[config.mk]
export PLATFORM = sky130hd
export DESIGN_NAME = ardl_out
export DESIGN_NICKNAME = d
export VERILOG_FILES = /design/src/design/ardl_pkg.sv /design/src/design/ardl_out.sv
export SDC_FILE = /design/constraint.sdc
export NUM_CORES = 1
export LEC_CHECK = 0
export ABC_AREA = 0
export ABC_CLOCK_PERIOD_IN_PS = 3800
export BUFFER_PORTS_ARGS = -buffer_cell sky130_fd_sc_hd__buf_2
export CAP_MARGIN = 20
export CORE_MARGIN = 2
export CORE_UTILIZATION = 50
export CTS_CLUSTER_DIAMETER = 200
export DETAILED_ROUTE_END_ITERATION = 10
export HOLD_SLACK_MARGIN = 0.06
export PLACE_DENSITY = 0.76
export SLEW_MARGIN = 0
export SYNTH_ARGS = -nofsm -noshare
export SYNTH_HDL_FRONTEND = slang
export SYNTH_SLANG_ARGS = --single-unit
[constraint.sdc]
create_clock -name i_clk -period 3.8 [get_ports i_clk]
set_input_delay 0.19 -clock i_clk [delete_from_list [all_inputs] [get_ports i_clk]]
set_output_delay 0.19 -clock i_clk [all_outputs]
set_load 0.02 [all_outputs]
[src/design/ardl_pkg.sv]
// Shared types and constants for the audio ring delay line.
// Used by every module of the block; depends on nothing.
`timescale 1ns / 1ps
`default_nettype none

package ardl_pkg;

    // Field and register widths
    localparam int SAMPLE_W   = 16;
    localparam int SUM_W      = SAMPLE_W + 1;
    localparam int DELAY_W    = 12;
    localparam int CFG_IDX_W  = 2;
    localparam int CFG_DATA_W = DELAY_W;

    // Register indexes on the configuration port
    localparam logic [CFG_IDX_W-1:0] REG_DELAY  = 2'd0;
    localparam logic [CFG_IDX_W-1:0] REG_INTERP = 2'd1;

    // Reciprocal scaling for the delay reduction modulo the depth
    localparam int RECIP_SH = 24;

    // Input hold steps after a delay write (quotient, remainder, index load)
    localparam logic [1:0] CFG_STEPS = 2'd3;
    localparam logic [1:0] CFG_LOAD  = 2'd1;

    typedef logic signed [SAMPLE_W-1:0] t_sample;

    // Configuration state seen by the store
    typedef struct packed {
        logic busy;
        logic recalc;
        logic interp;
    } t_cfg_ctl;

    // Read stage handed from the store to the output stage
    typedef struct packed {
        logic    valid;
        logic    interp;
        t_sample a;
        t_sample b;
    } t_rd_pair;

endpackage

`default_nettype wire

[src/design/ardl_out.sv]
// Output stage: optional average of the two taps and the result register.
// Depends on ardl_pkg; fed by ardl_store.
`timescale 1ns / 1ps
`default_nettype none

module ardl_out (
    input  wire logic               i_clk,
    input  wire logic               i_rst_n,
    input  wire ardl_pkg::t_rd_pair i_rd,
    output logic                    o_take,
    output logic                    o_out_valid,
    input  wire logic               i_out_stall,
    output ardl_pkg::t_sample       o_sample_out
);
    import ardl_pkg::*;

    logic             r_valid;
    t_sample          r_data;
    logic [SUM_W-1:0] w_sum;
    logic [SUM_W:0]   w_adj;
    t_sample          w_result;

    // Average with the halving truncated toward zero
    assign w_sum    = SUM_W'(i_rd.a) + SUM_W'(i_rd.b);
    assign w_adj    = {w_sum[SUM_W-1], w_sum} + {{SUM_W{1'b0}}, w_sum[SUM_W-1]};
    assign w_result = i_rd.interp ? w_adj[SAMPLE_W:1] : i_rd.a;

    // Take a new result when the register is empty or being drained
    assign o_take = ~r_valid | ~i_out_stall;

    always_ff @(posedge i_clk) begin
        if (!i_rst_n) begin
            r_valid <= 1'b0;
        end else if (o_take) begin
            r_valid <= i_rd.valid;
        end
    end

    always_ff @(posedge i_clk) begin
        if (o_take && i_rd.valid) begin
            r_data <= w_result;
        end
    end

    assign o_out_valid  = r_valid;
    assign o_sample_out = r_data;

endmodule

`default_nettype wire
==> key figures <==
Run status
  • Outcome: finished clean

Pwr
  • Worst IR Drop VDD: between 0.0001 and 0.00015 V
  • Sequential Power Share: 31.2%
  • Logic pwr share: 51.7%
  • Static leakage: between 0.9 and 1 nW
  • Psw: 0.290 mW
  • Power density cells: approximately 310 mW/mm^2
  • Clk pwr share: between 10% and 20%
  • Sw frac: between 30% and 40%
  • Int Power: 0.459 mW

Place
  • Routability congestion estimate: 0.878
  • Placed insts: around 330
  • I/O Buffers: between 50 and 60
  • DP HPWL: around 3.8 mm

STA
  • F_max: 0.321 GHz
  • Slew margin rel.: 55.7%
  • Final Hold Vio Count: 0
  • Fin crit share: 81.9%
  • Max-slew violation count: 0
  • Measured slew at the worst slew-check pin: 0.665 ns
  • Endpoints failing setup: 0
  • Crit path time final: between 3 and 4 ns
  • Final Skew: approximately 0.0016 ns
  • Setup TNS: 0 ns
  • RSZ-0062 raised after global routing: false

Routing
  • Residual DRC: 0
  • DR pass1 iterations: 4
  • DR iter-0 viols: 108
  • Routed WL per cell: 13.7 um
  • Antenna Violating Nets Remaining: 0
  • Drt via density: 5.57
  • Via count: 1838
  • Total Wirelength: 4.53 mm

Synthesis
  • Synth Warn #: 0
  • Post-Syn Instances: 229
  • Cell with the most instances after synthesis: a21oi_1
  • EDFF count, synth: 16
  • Syn nets: 284
  • Avg Inst Size Synth: 9.05 um^2
  • Most instantiated cells after synthesis: a21oi_1, nor2_1, nand2_1, ha_1, edfxtp_1
  • Synth area leaders: edfxtp_1, ha_1, a21oi_1
  • Synth top area share: 23.2%
  • Synth unique cells: 64
  • Ys flop type: edfxtp_1
  • Mapped Area: ~0.0021 mm^2
  • FFs w/ async S/R, synth: 0%
  • Synth area leader: edfxtp_1
  • #FFs+latches synth: 17
  • Seq/Total Area, Yosys: between 20% and 30%

Floorplan
  • Die Wd: 68.4 um
  • Initial Util: 51.8%
  • Io pins: 55
  • Num rows: 23
  • Die height: 68.4 um
  • Core area: 0.00400 mm^2
  • Die Area: roughly 0.0047 mm^2

CTS
  • Clock-pin slew on the worst setup and hold paths: 0.06 ns
  • Clock H-tree levels: 1
  • Inserted Clock Buffers: 3
  • Clock tree buffer depth: 2
  • Setup Fix Bufs, Post-CTS: 0
  • CTS sink cnt: 17
  • CTS tree: yes
  • Root buffer cell: clkbuf_8
  • Hold-fix buffers, CTS: 0
  • Post_cts resized: 0
  • Clk Latency, worst-skew pair: 0.25 ns

GRT
  • Congestion Overflow GR: 0
  • Initial antenna violation count: 0
  • First-pass GRT wire length: approximately 7.1 mm
  • All-Layer GR Usage: approximately 20%
  • Largest net degree at the start of global routing: 32
  • Vias in the first global route: 1603

Worst setup path
  • Kind of critical path: in2reg
  • CP required: roughly 3.8 ns
  • CP Capture Type: register
  • CP max FO: 7
  • Crit path DAT: between 3 and 4 ns
  • Worst setup SP type: input port

Layout
  • Share of layout cells above drive strength 1: 30.7%
  • # diodes: 0
  • Nets: 336
  • Synth-to-layout area growth: 15.9%
  • Non-Filler Instances: 330

Min path
  • HP Class: in2reg

Run
  • Max_cap viols: 0
stage by stage:
stage | area, um^2 | utilization, % | setup slack, ns | total power, mW | hold slack (ns)
finish | 2400 | 60.0 | 0.689 | 0.749 | 0.167
CTS | 2400 | 60.0 | 0.705 | 0.752 | 0.167
floorplan | 2070 | - | 0.741 | 0.536 | 0.318
global route | 2400 | 60.0 | 0.410 | 0.799 | 0.183
detailed placement | 2360 | 58.9 | 0.443 | 0.623 | 0.422
global placement | 2360 | 58.9 | 0.536 | 0.619 | 0.422
state kept, by name, indices dropped and copies added, names as in the netlist:
| name | flops |
|---|---|
| o_sample_out | 16 |
| o_out_valid | 1 |
cells in the final DEF (no fill, tap or decap), types with 2 or more instances in the layout:
cell      synthesis  final
o21ai_2           2      2
nand2_1          21     21
edfxtp_1         16     16
o41ai_1           2      2
o21ai_0           5      5
ha_1             17     17
a21oi_1          27     27
nor2b_1           4      4
nor3_1            4      4
xnor2_1          11     11
nand3_1           9      9
a21o_1            2      2
xor2_1            7      7
buf_2             2     54
a21oi_2           3      3
a211oi_1          2      2
clkbuf_8          0      3
and2_1            3      3
nand3b_1          2      2
nor4_4            2      2
xnor2_2           3      3
nor2_1           26     26
nand4_1           5      5
o211ai_1          3      3
o21ai_1           2      2
inv_1             8      8
power by group through the flow:
stage	clock network (mW)	logic [mW]	registers (mW)
after CTS	0.131	0.387	0.234
final	0.128	0.388	0.234
after global placement	0	0.381	0.238
after floorplan	0	0.273	0.262
after detailed placement	0	0.385	0.238
after global routing	0.140	0.424	0.235
cell type report:
| cell class | count | area, um^2 |
|---|---|---|
| clock buffers | 4 | 45.0 |
| inverters | 8 | 30.0 |
| multi-input cells | 196 | 1490 |
| well taps | 50 | 62.6 |
| repair buffers | 55 | 278 |
| flip-flops and latches | 17 | 500 |
| fillers | 354 | 1600 |
cells by family after synthesis:
kind of cell	after synthesis	share of synthesized area [%]
xor+xnor	21	9.96
buf+inv	16	4.17
simple gates	89	24.9
fa+ha+maj	18	11.2
compound gates	65	23.9
mux	3	1.69
flops	17	24.2
path summary, 6_finish.rpt:
| path | start | endpoint | slack [ns] | cells after the start |
|---|---|---|---|---|
| max reg2reg | o_out_valid | o_sample_out[3] | 2.49 | 2 |
| min reg2reg | o_out_valid | o_out_valid | 0.53 | 2 |
| min | i_rst_n | o_out_valid | 0.17 | 2 |
| max | i_rd[25] | o_sample_out[15] | 0.69 | 14 |
per-layer routing:
layer | GRT usage, % | routed length (um) | vias to the layer above | part of all wire, %
met5 | 0 | 0 | - | 0
met1 | 28.1 | 2150 | 834 | 47
met2 | 32.9 | 2090 | 43 | 46
met4 | 8.00 | 95 | 0 | 2.1
li1 | - | - | 954 | -
met3 | 0.493 | 192 | 7 | 4.2
worst max-delay path: stages:
cell,delay [ns]
buf_2,0.12
ha_1,0.38
a21oi_1,0.32
o21ai_1,0.13
nor3_1,0.18
a21oi_1,0.12
nor2b_1,0.18
ha_1,0.22
nand2_1,0.06
nor3_1,0.32
nand2_1,0.23
nor4_4,0.21
nand4_1,0.16
a211o_1,0.29
Note: power is estimated with default switching activity, not from simulation.
