===== src/design/ardl_pkg.sv =====
// Shared types and constants for the audio ring delay line.
// Used by every module of the block; depends on nothing.
`timescale 1ns / 1ps
`default_nettype none

package ardl_pkg;

    // Field and register widths
    localparam int SAMPLE_W   = 16;
    localparam int SUM_W      = SAMPLE_W + 1;
    localparam int DELAY_W    = 12;
    localparam int CFG_IDX_W  = 2;
    localparam int CFG_DATA_W = DELAY_W;

    // Register indexes on the configuration port
    localparam logic [CFG_IDX_W-1:0] REG_DELAY  = 2'd0;
    localparam logic [CFG_IDX_W-1:0] REG_INTERP = 2'd1;

    // Reciprocal scaling for the delay reduction modulo the depth
    localparam int RECIP_SH = 24;

    // Input hold steps after a delay write (quotient, remainder, index load)
    localparam logic [1:0] CFG_STEPS = 2'd3;
    localparam logic [1:0] CFG_LOAD  = 2'd1;

    typedef logic signed [SAMPLE_W-1:0] t_sample;

    // Configuration state seen by the store
    typedef struct packed {
        logic busy;
        logic recalc;
        logic interp;
    } t_cfg_ctl;

    // Read stage handed from the store to the output stage
    typedef struct packed {
        logic    valid;
        logic    interp;
        t_sample a;
        t_sample b;
    } t_rd_pair;

endpackage

`default_nettype wire


===== src/design/ardl_cfg.sv =====
// Configuration registers and delay reduction modulo the store depth.
// Depends on ardl_pkg.
`timescale 1ns / 1ps
`default_nettype none

module ardl_cfg #(
    parameter int DEPTH = 4096
) (
    input  wire logic                           i_clk,
    input  wire logic                           i_rst_n,
    input  wire logic                           i_cfg_we,
    input  wire logic [ardl_pkg::CFG_IDX_W-1:0]  i_cfg_idx,
    input  wire logic [ardl_pkg::CFG_DATA_W-1:0] i_cfg_data,
    output ardl_pkg::t_cfg_ctl                  o_ctl,
    output logic [$clog2(DEPTH)-1:0]            o_dmod
);
    import ardl_pkg::*;

    localparam int AW     = $clog2(DEPTH);
    localparam int DW     = AW + 1;
    localparam int PROD_W = DELAY_W + RECIP_SH;
    localparam int QD_W   = DELAY_W + DW;
    localparam logic [RECIP_SH-1:0] RECIP = RECIP_SH'((64'd1 << RECIP_SH) / DEPTH);
    localparam logic [QD_W-1:0]     DEPTH_Q = QD_W'(DEPTH);

    logic [DELAY_W-1:0] r_delay_raw;
    logic [DELAY_W-1:0] r_quot;
    logic [AW-1:0]      r_dmod;
    logic               r_interp;
    logic [1:0]         r_cnt;
    logic [1:0]         n_cnt;

    logic [PROD_W-1:0]  w_prod;
    logic [QD_W-1:0]    w_qd;
    logic [QD_W-1:0]    w_rem;
    logic [QD_W-1:0]    w_rem_fix;

    // Estimate quotient by reciprocal; it is exact or one short
    assign w_prod = PROD_W'(r_delay_raw) * PROD_W'(RECIP);

    // Remainder with one correction step
    assign w_qd      = QD_W'(r_quot) * DEPTH_Q;
    assign w_rem     = QD_W'(r_delay_raw) - w_qd;
    assign w_rem_fix = (w_rem >= DEPTH_Q) ? (w_rem - DEPTH_Q) : w_rem;

    // Count down the reduction steps after a delay write
    always_comb begin
        n_cnt = r_cnt;
        if (i_cfg_we && (i_cfg_idx == REG_DELAY)) begin
            n_cnt = CFG_STEPS;
        end else if (r_cnt != 2'd0) begin
            n_cnt = r_cnt - 2'd1;
        end
    end

    // Control registers
    always_ff @(posedge i_clk) begin
        if (!i_rst_n) begin
            r_cnt    <= 2'd0;
            r_dmod   <= '0;
            r_interp <= 1'b0;
        end else begin
            r_cnt <= n_cnt;
            if (i_cfg_we && (i_cfg_idx == REG_INTERP)) begin
                r_interp <= i_cfg_data[0];
            end
            if (r_cnt == CFG_LOAD + 2'd1) begin
                r_dmod <= AW'(w_rem_fix);
            end
        end
    end

    // Payload of the reduction pipeline
    always_ff @(posedge i_clk) begin
        if (i_cfg_we && (i_cfg_idx == REG_DELAY)) begin
            r_delay_raw <= i_cfg_data[DELAY_W-1:0];
        end
        if (r_cnt == CFG_STEPS) begin
            r_quot <= w_prod[PROD_W-1:RECIP_SH];
        end
    end

    assign o_ctl.busy   = (r_cnt != 2'd0);
    assign o_ctl.recalc = (r_cnt == CFG_LOAD);
    assign o_ctl.interp = r_interp;
    assign o_dmod       = r_dmod;

endmodule

`default_nettype wire


===== config.mk =====
export PLATFORM = sky130hd
export DESIGN_NAME = ardl_cfg
export DESIGN_NICKNAME = d
export VERILOG_FILES = /design/src/design/ardl_pkg.sv /design/src/design/ardl_cfg.sv
export SDC_FILE = /design/constraint.sdc
export NUM_CORES = 1
export LEC_CHECK = 0
export ABC_AREA = 1
export BUFFER_PORTS_ARGS = -buffer_cell sky130_fd_sc_hd__buf_2
export CELL_PAD_IN_SITES_DETAIL_PLACEMENT = 0
export CELL_PAD_IN_SITES_GLOBAL_PLACEMENT = 2
export CORE_MARGIN = 3
export CORE_UTILIZATION = 29
export DETAILED_ROUTE_END_ITERATION = 16
export PLACE_DENSITY = 0.85
export REMOVE_ABC_BUFFERS = 1
export SLEW_MARGIN = 25
export SYNTH_ARGS = -nofsm -noshare
export SYNTH_HDL_FRONTEND = slang
export SYNTH_SLANG_ARGS = --single-unit

===== constraint.sdc =====
create_clock -name i_clk -period 1.45 [get_ports i_clk]
set_clock_uncertainty 0.2 [all_clocks]
set_input_delay 0.2175 -clock i_clk [delete_from_list [all_inputs] [get_ports i_clk]]
set_output_delay 0.2175 -clock i_clk [all_outputs]
set_load 0.01 [all_outputs]

==> run metrics, run 1 <==
die area=4120 µm²; Pre-antenna DRT Iters=4; gpl congestion=around 0.74; CP Capture Type=output port; Hold WC Path Type=input pin to flop; syn avg cell area=roughly 11 µm²; Via density=between 4 and 5; core area=between 3000 and 4000 µm²; Max H-tree Level=1; fin worst setup slack=-64.5 ps; hold path depth=3; Net count, final=~160; Final Hold Viols=0; total number of vias=761; Placed Cells incl. Taps=165; Synth area leaders=edfxtp_1 37%, dfxtp_1 31%, nor2_1 9.6%, o21ai_1 5.1%, ha_1 3.8%; Power Density=between 1000 and 1500 nW/µm²; pin count of the biggest net entering global routing=16; buffer levels on the longest clock path=2; gr ovfl total=0; vias in the first global route=a little under 800; sequential area share after synthesis=0.673; crit-path cells=inv_2 -> ha_4 -> inv_4 -> buf_6; clk root buf=clkbuf_4; crit-path max FO=3; final worst-path cycle share=1.04; unrepaired setup endpoints after global routing=true; setup_tns=-114 ps; die height=between 60 and 70 µm; DP Area=around 1200 µm²; Worst Path Buf+Inv=3; Final ANT Viol Nets=0; fin crit period=~1500 ps; final total power=roughly 2 mW; Pins Over Slew Limit=0; Reg2Reg Depth=5; Slew @ Worst Pin=between 200 and 250 ps; max-cap check violation count=0; Synth Flop Type=dfxtp_1; Total GRT Usage=0.103; Top Ports=32; violated checks=negative setup slack; Mapped Area=about 1000 µm²; # fillers=about 300; multi-input combinational cell area=around 290 µm²; Crit-path slowest cell=dfxtp_2; Synthesis Warnings=0; ys async rst share=0; Starting Density=0.314; EDFF count, synth=12; cell count after synthesis=93; Peak VDD IR=0.534 mV; post-synthesis register bit count=27; Die W=roughly 64 µm; Skew-Pair Late Insertion Delay=330 ps; Worst path max stage delay=about 350 ps; drt wl/cell=11.0 µm; filler-free cell count of the finished design=186; CTS tree=built; initial antenna violation count=0; layout cells sized above 1=0.352; CP arrival=between 1000 and 1500 ps; drt total wl=a little over 2000 µm; CP top delay family=flip-flops; CP Data Required Time=approximately 1000 ps; drt drc=0; area grow syn2layout=47.4%; Fin Hold WS=about 25 ps; n_diodes=0; Initial DRC Count=12; placed wire-length estimate=1360 µm; Leak=approximately 0.65 nW; total CTS buffers=3; clk sink count=27; worst relative slew slack=0.842; crit path kind=flop to output port; post-synthesis cell type count=14; pre-CTS setup slack=-120 ps; setup violators final=2; Core Util, Final=0.462; cell area after layout=around 1400 µm²; first-pass GRT wire length=3310 µm; Critical Path Start Type=flop; Reg clk slew, reported paths=roughly 150 ps; Yosys top cell area share=0.367; row count=20; Levels on crit path=4; Max Freq=0.660 GHz; status=complete, but fails checks; I/O Buffers=31; Seq. cell area=between 600 and 700 µm²; Synth area leader=edfxtp_1
==> area by class of cell <==
cell class,instances,area share
Multi-Input combinational cell,54,0.201
Inverter,8,0.0242
Clock buffer,3,0.0156
Sequential cell,27,0.458
Timing Repair Buffer,49,0.260
Clock inverter,1,0.00346
Tap cell,44,0.0381
==> where the power goes <==
part | switching [mW] | internal, mW | total, mW
registers | 0.0672 | 0.925 | 0.992
logic | 0.351 | 0.315 | 0.666
clock network | 0.211 | 0.103 | 0.314
total | 0.630 | 1.34 | 1.97
==> worst paths after layout <==
kind | from | endpoint | slack [ps]
max reg2reg | r_cnt[1]$_SDFFE_PN0P_ | o_dmod[9]$_SDFFE_PN0N_ | 120
max | r_cnt[0]$_SDFFE_PN0P_ | o_ctl[2] | -60
min | i_rst_n | r_cnt[1]$_SDFFE_PN0P_ | 20
min reg2reg | r_delay_raw[4]$_DFFE_PP_ | o_dmod[4]$_SDFFE_PN0N_ | 300
==> worst min-delay path, cell delays in order <==
cell     delay [ps]
buf_2           180
inv_1            90
a21oi_1          40
==> cell usage after synthesis (2+ instances only) <==
master	instances
buf_6	2
a21oi_1	2
buf_4	2
ha_1	3
nor2_2	2
nand2_1	9
edfxtp_1	12
o21ai_1	10
o21ai_0	2
dfxtp_1	15
inv_1	7
nor2_1	25
==> kinds of logic after synthesis <==
logic type / share of synthesized area
adders and majority gates: 0.0383
AOI/OAI and AO/OA: 0.0714
and+or+nand+nor: 0.148
buffers and inverters: 0.0689
DFF: 0.673
==> metal layers <==
metal / up-vias / track usage / part of all wire
met5: - / 0 / 0
met4: 0 / 0.0158 / 0
met3: 0 / 0.0475 / 0.074
met2: 30 / 0.155 / 0.43
met1: 335 / 0.136 / 0.50
li1: 396 / - / -
==> state kept, by name, indices dropped and copies added (netlist names) <==
register     flops
r_delay_raw     12
o_dmod          12
r_interp         1
r_cnt            2
==> what timing repair did <==
item / CTS / global route
setup endpoints to repair: 14 / 25
endpoints found under the hold margin: 15 / 0
cloned: 0 / 1
setup buffers: 1 / 2
pin swaps: 1 / 2
hold buffers: 15 / 0
resized for setup: 9 / 7
==> cells in the final DEF (no fill, tap or decap) <==
| cell | netlist | layout |
|---|---|---|
| buf_2 | 0 | 27 |
| nor2_1 | 25 | 25 |
| dlygate4sd3_1 | 0 | 15 |
| dfxtp_1 | 15 | 13 |
| edfxtp_1 | 12 | 12 |
| o21ai_1 | 10 | 10 |
| nand2_1 | 9 | 9 |
| inv_2 | 1 | 3 |
| inv_1 | 7 | 3 |
| ha_4 | 0 | 3 |
| clkbuf_4 | 0 | 3 |
| buf_4 | 2 | 3 |
| inv_4 | 0 | 2 |
| nor2_2 | 2 | 2 |
| o21ai_0 | 2 | 2 |
| a21oi_1 | 2 | 2 |
| buf_6 | 2 | 2 |
| dfxtp_2 | 0 | 2 |
| nand3_1 | 1 | 1 |
| clkinv_2 | 0 | 1 |
| clkbuf_16 | 0 | 1 |
| buf_12 | 0 | 1 |
Note: power is estimated with default switching activity, not from simulation.
==> run 2: changes to the inputs <==
==> constraint.sdc (replaced) <==
create_clock -name i_clk -period 1.45 [get_ports i_clk]
set_clock_uncertainty 0.2 [all_clocks]
set_input_delay 0.29 -clock i_clk [delete_from_list [all_inputs] [get_ports i_clk]]
set_output_delay 0.29 -clock i_clk [all_outputs]
set_load 0.01 [all_outputs]
==> run 2 against run 1 <==
Compared with the run above:
- the flow still finishes with violations (negative setup slack)
- core utilization down 0.80 points
- register-to-register slack worse by 110 ps
- clock power down 3%
- sequential power about the same
- critical endpoint is now o_ctl[1]
==> run metrics, run 2 (synthesized netlist as in run 1, its figures left out) <==
Max Freq=0.643 GHz (was 0.660 GHz); met2 Track Usage GR=0.195 (was 0.155); Total GRT Usage=0.111 (was 0.103); R2R Setup Slk=10 ps (was 120 ps); drt wl/cell=11.4 µm (was 11.0 µm); I/O Buffers=31 (unchanged); Top Ports=32 (unchanged); status=complete, but fails checks (unchanged); gpl congestion=0.730 (was 0.742); Final ANT Viol Nets=0 (unchanged); Core Util, Final=0.454 (was 0.462); Skew-Pair Late Insertion Delay=310 ps (was 330 ps); Pins Over Slew Limit=0 (unchanged); hold path endpoint=r_cnt[1]$_SDFFE_PN0P_ (unchanged); Starting Density=0.314 (unchanged); Hold WC Path Type=input pin to flop (unchanged); drt total wl=2130 µm (was 2040 µm); Pre-antenna DRT Iters=4 (unchanged); Critical Path Start Type=flop (unchanged); Via density=4.13 (was 4.09); violated checks=negative setup slack (unchanged); n_diodes=0 (unchanged); die area=4120 µm² (unchanged); area grow syn2layout=44.9% (was 47.4%); hold path depth=3 (unchanged); CP Data Required Time=960 ps (was 1030 ps); total CTS buffers=3 (unchanged); filler-free cell count of the finished design=187 (was 186); clk sink count=27 (unchanged); commonest cells after routing, fill and taps aside=29 x buf_2, 25 x nor2_1, 13 x dfxtp_1, 12 x dlygate4sd3_1, 12 x edfxtp_1 (was 27 x buf_2, 25 x nor2_1, 15 x dlygate4sd3_1, 13 x dfxtp_1, 12 x edfxtp_1); Final Hold Viols=0 (unchanged); row count=20 (unchanged); RR Endpoint=o_dmod[9]$_SDFFE_PN0N_ (unchanged); setup_tns=-203 ps (was -114 ps); met1 usage=0.130 (was 0.136); Die W=64.2 µm (unchanged); total number of vias=773 (was 761); CP arrival=1060 ps (was 1100 ps); Power Density=1410 nW/µm² (was 1360 nW/µm²); max-cap check violation count=0 (unchanged); worst relative slew slack=0.842 (about the same); CTS tree=built (unchanged); pre-CTS setup slack=-149 ps (was -120 ps); fin crit period=1550 ps (was 1510 ps); pin count of the biggest net entering global routing=15 (was 16); placed wire-length estimate=1380 µm (was 1360 µm); core area=3130 µm² (unchanged); Net count, final=164 (was 163); Placed Cells incl. Taps=165 (unchanged); Reg clk slew, reported paths=130 ps (was 150 ps); buffer levels on the longest clock path=2 (unchanged); final total power=2.01 mW (was 1.97 mW); Leak=0.649 nW (was 0.650 nW); vias in the first global route=845 (was 787); most used routing layer=met2 (unchanged); crit-path max FO=2 (was 3); hold_sp=i_cfg_we (was i_rst_n); Reg2Reg Depth=5 (unchanged); die height=64.2 µm (unchanged); Slew @ Worst Pin=238 ps (was 237 ps); gr ovfl total=0 (unchanged); worst r2r src=r_cnt[1]$_SDFFE_PN0P_ (unchanged); final worst-path cycle share=1.07 (was 1.04); CP Capture Type=output port (unchanged); setup violators final=2 (unchanged); first-pass GRT wire length=3610 µm (was 3310 µm); unrepaired setup endpoints after global routing=true (unchanged); clk root buf=clkbuf_4 (unchanged); most common cell after layout, fill and taps aside=buf_2 (unchanged); layout cells sized above 1=0.364 (was 0.352); Peak VDD IR=0.676 mV (was 0.534 mV); drt drc=0 (unchanged); fin worst setup slack=-104 ps (was -64.5 ps); M3 GR Usage=0.0492 (was 0.0475); Initial DRC Count=17 (was 12); crit path kind=flop to output port (unchanged); Max H-tree Level=1 (unchanged); initial antenna violation count=0 (unchanged)
## run 2: final cells by class
cell class                      count  area [µm²]
Clock buffer                        4        26.3
Fill cell                         319        1710
Inverter                            8        37.5
Multi-Input combinational cell     54         280
Sequential cell                    27         666
Tap cell                           44        55.1
Timing Repair Buffer               50         357
## run 2: worst max path at each step
stage	from	endpoint	slack, ps	depth (start not counted)
after floorplan	r_cnt[0]$_SDFFE_PN0P_	o_dmod[0]$_SDFFE_PN0N_	100	5
after global placement	r_cnt[0]$_SDFFE_PN0P_	o_dmod[0]$_SDFFE_PN0N_	-80	5
after detailed placement	r_cnt[0]$_SDFFE_PN0P_	o_dmod[0]$_SDFFE_PN0N_	-150	5
after CTS	r_cnt[1]$_SDFFE_PN0P_	o_ctl[2]	-110	4
after global routing	r_cnt[1]$_SDFFE_PN0P_	o_ctl[2]	-170	4
final	r_cnt[0]$_SDFFE_PN0P_	o_ctl[1]	-100	3
## run 2: metal layers
layer  part of all wire  routed length, µm
met5                  0                  0
met4                  0                  0
met3              0.081                173
met2               0.46                978
met1               0.46                976
## run 2: timing repair
action,CTS,global route
pin swaps,1,2
hold buffers,12,0
gates resized for setup,15,2
endpoints found under the hold margin,12,0
endpoints found under the setup margin,14,14
setup buffers,3,3
## run 2: per-stage QoR
stage,hold WS [ps],area (µm²)
final,68.6,1420
after global routing,61.0,1420
after CTS,58.3,1390
after detailed placement,265,1170
after global placement,269,1170
after floorplan,189,943
## run 2: worst max-delay path, cell delays in order (launching register included)
cell and delay, ps:
dfxtp_4 380, buf_6 120, ha_4 150, buf_6 110
## run 2: power by group
part | internal (mW) | switching [mW] | total [mW]
sequential | 0.927 | 0.0748 | 1.00
combinational | 0.345 | 0.357 | 0.702
clock | 0.107 | 0.198 | 0.306
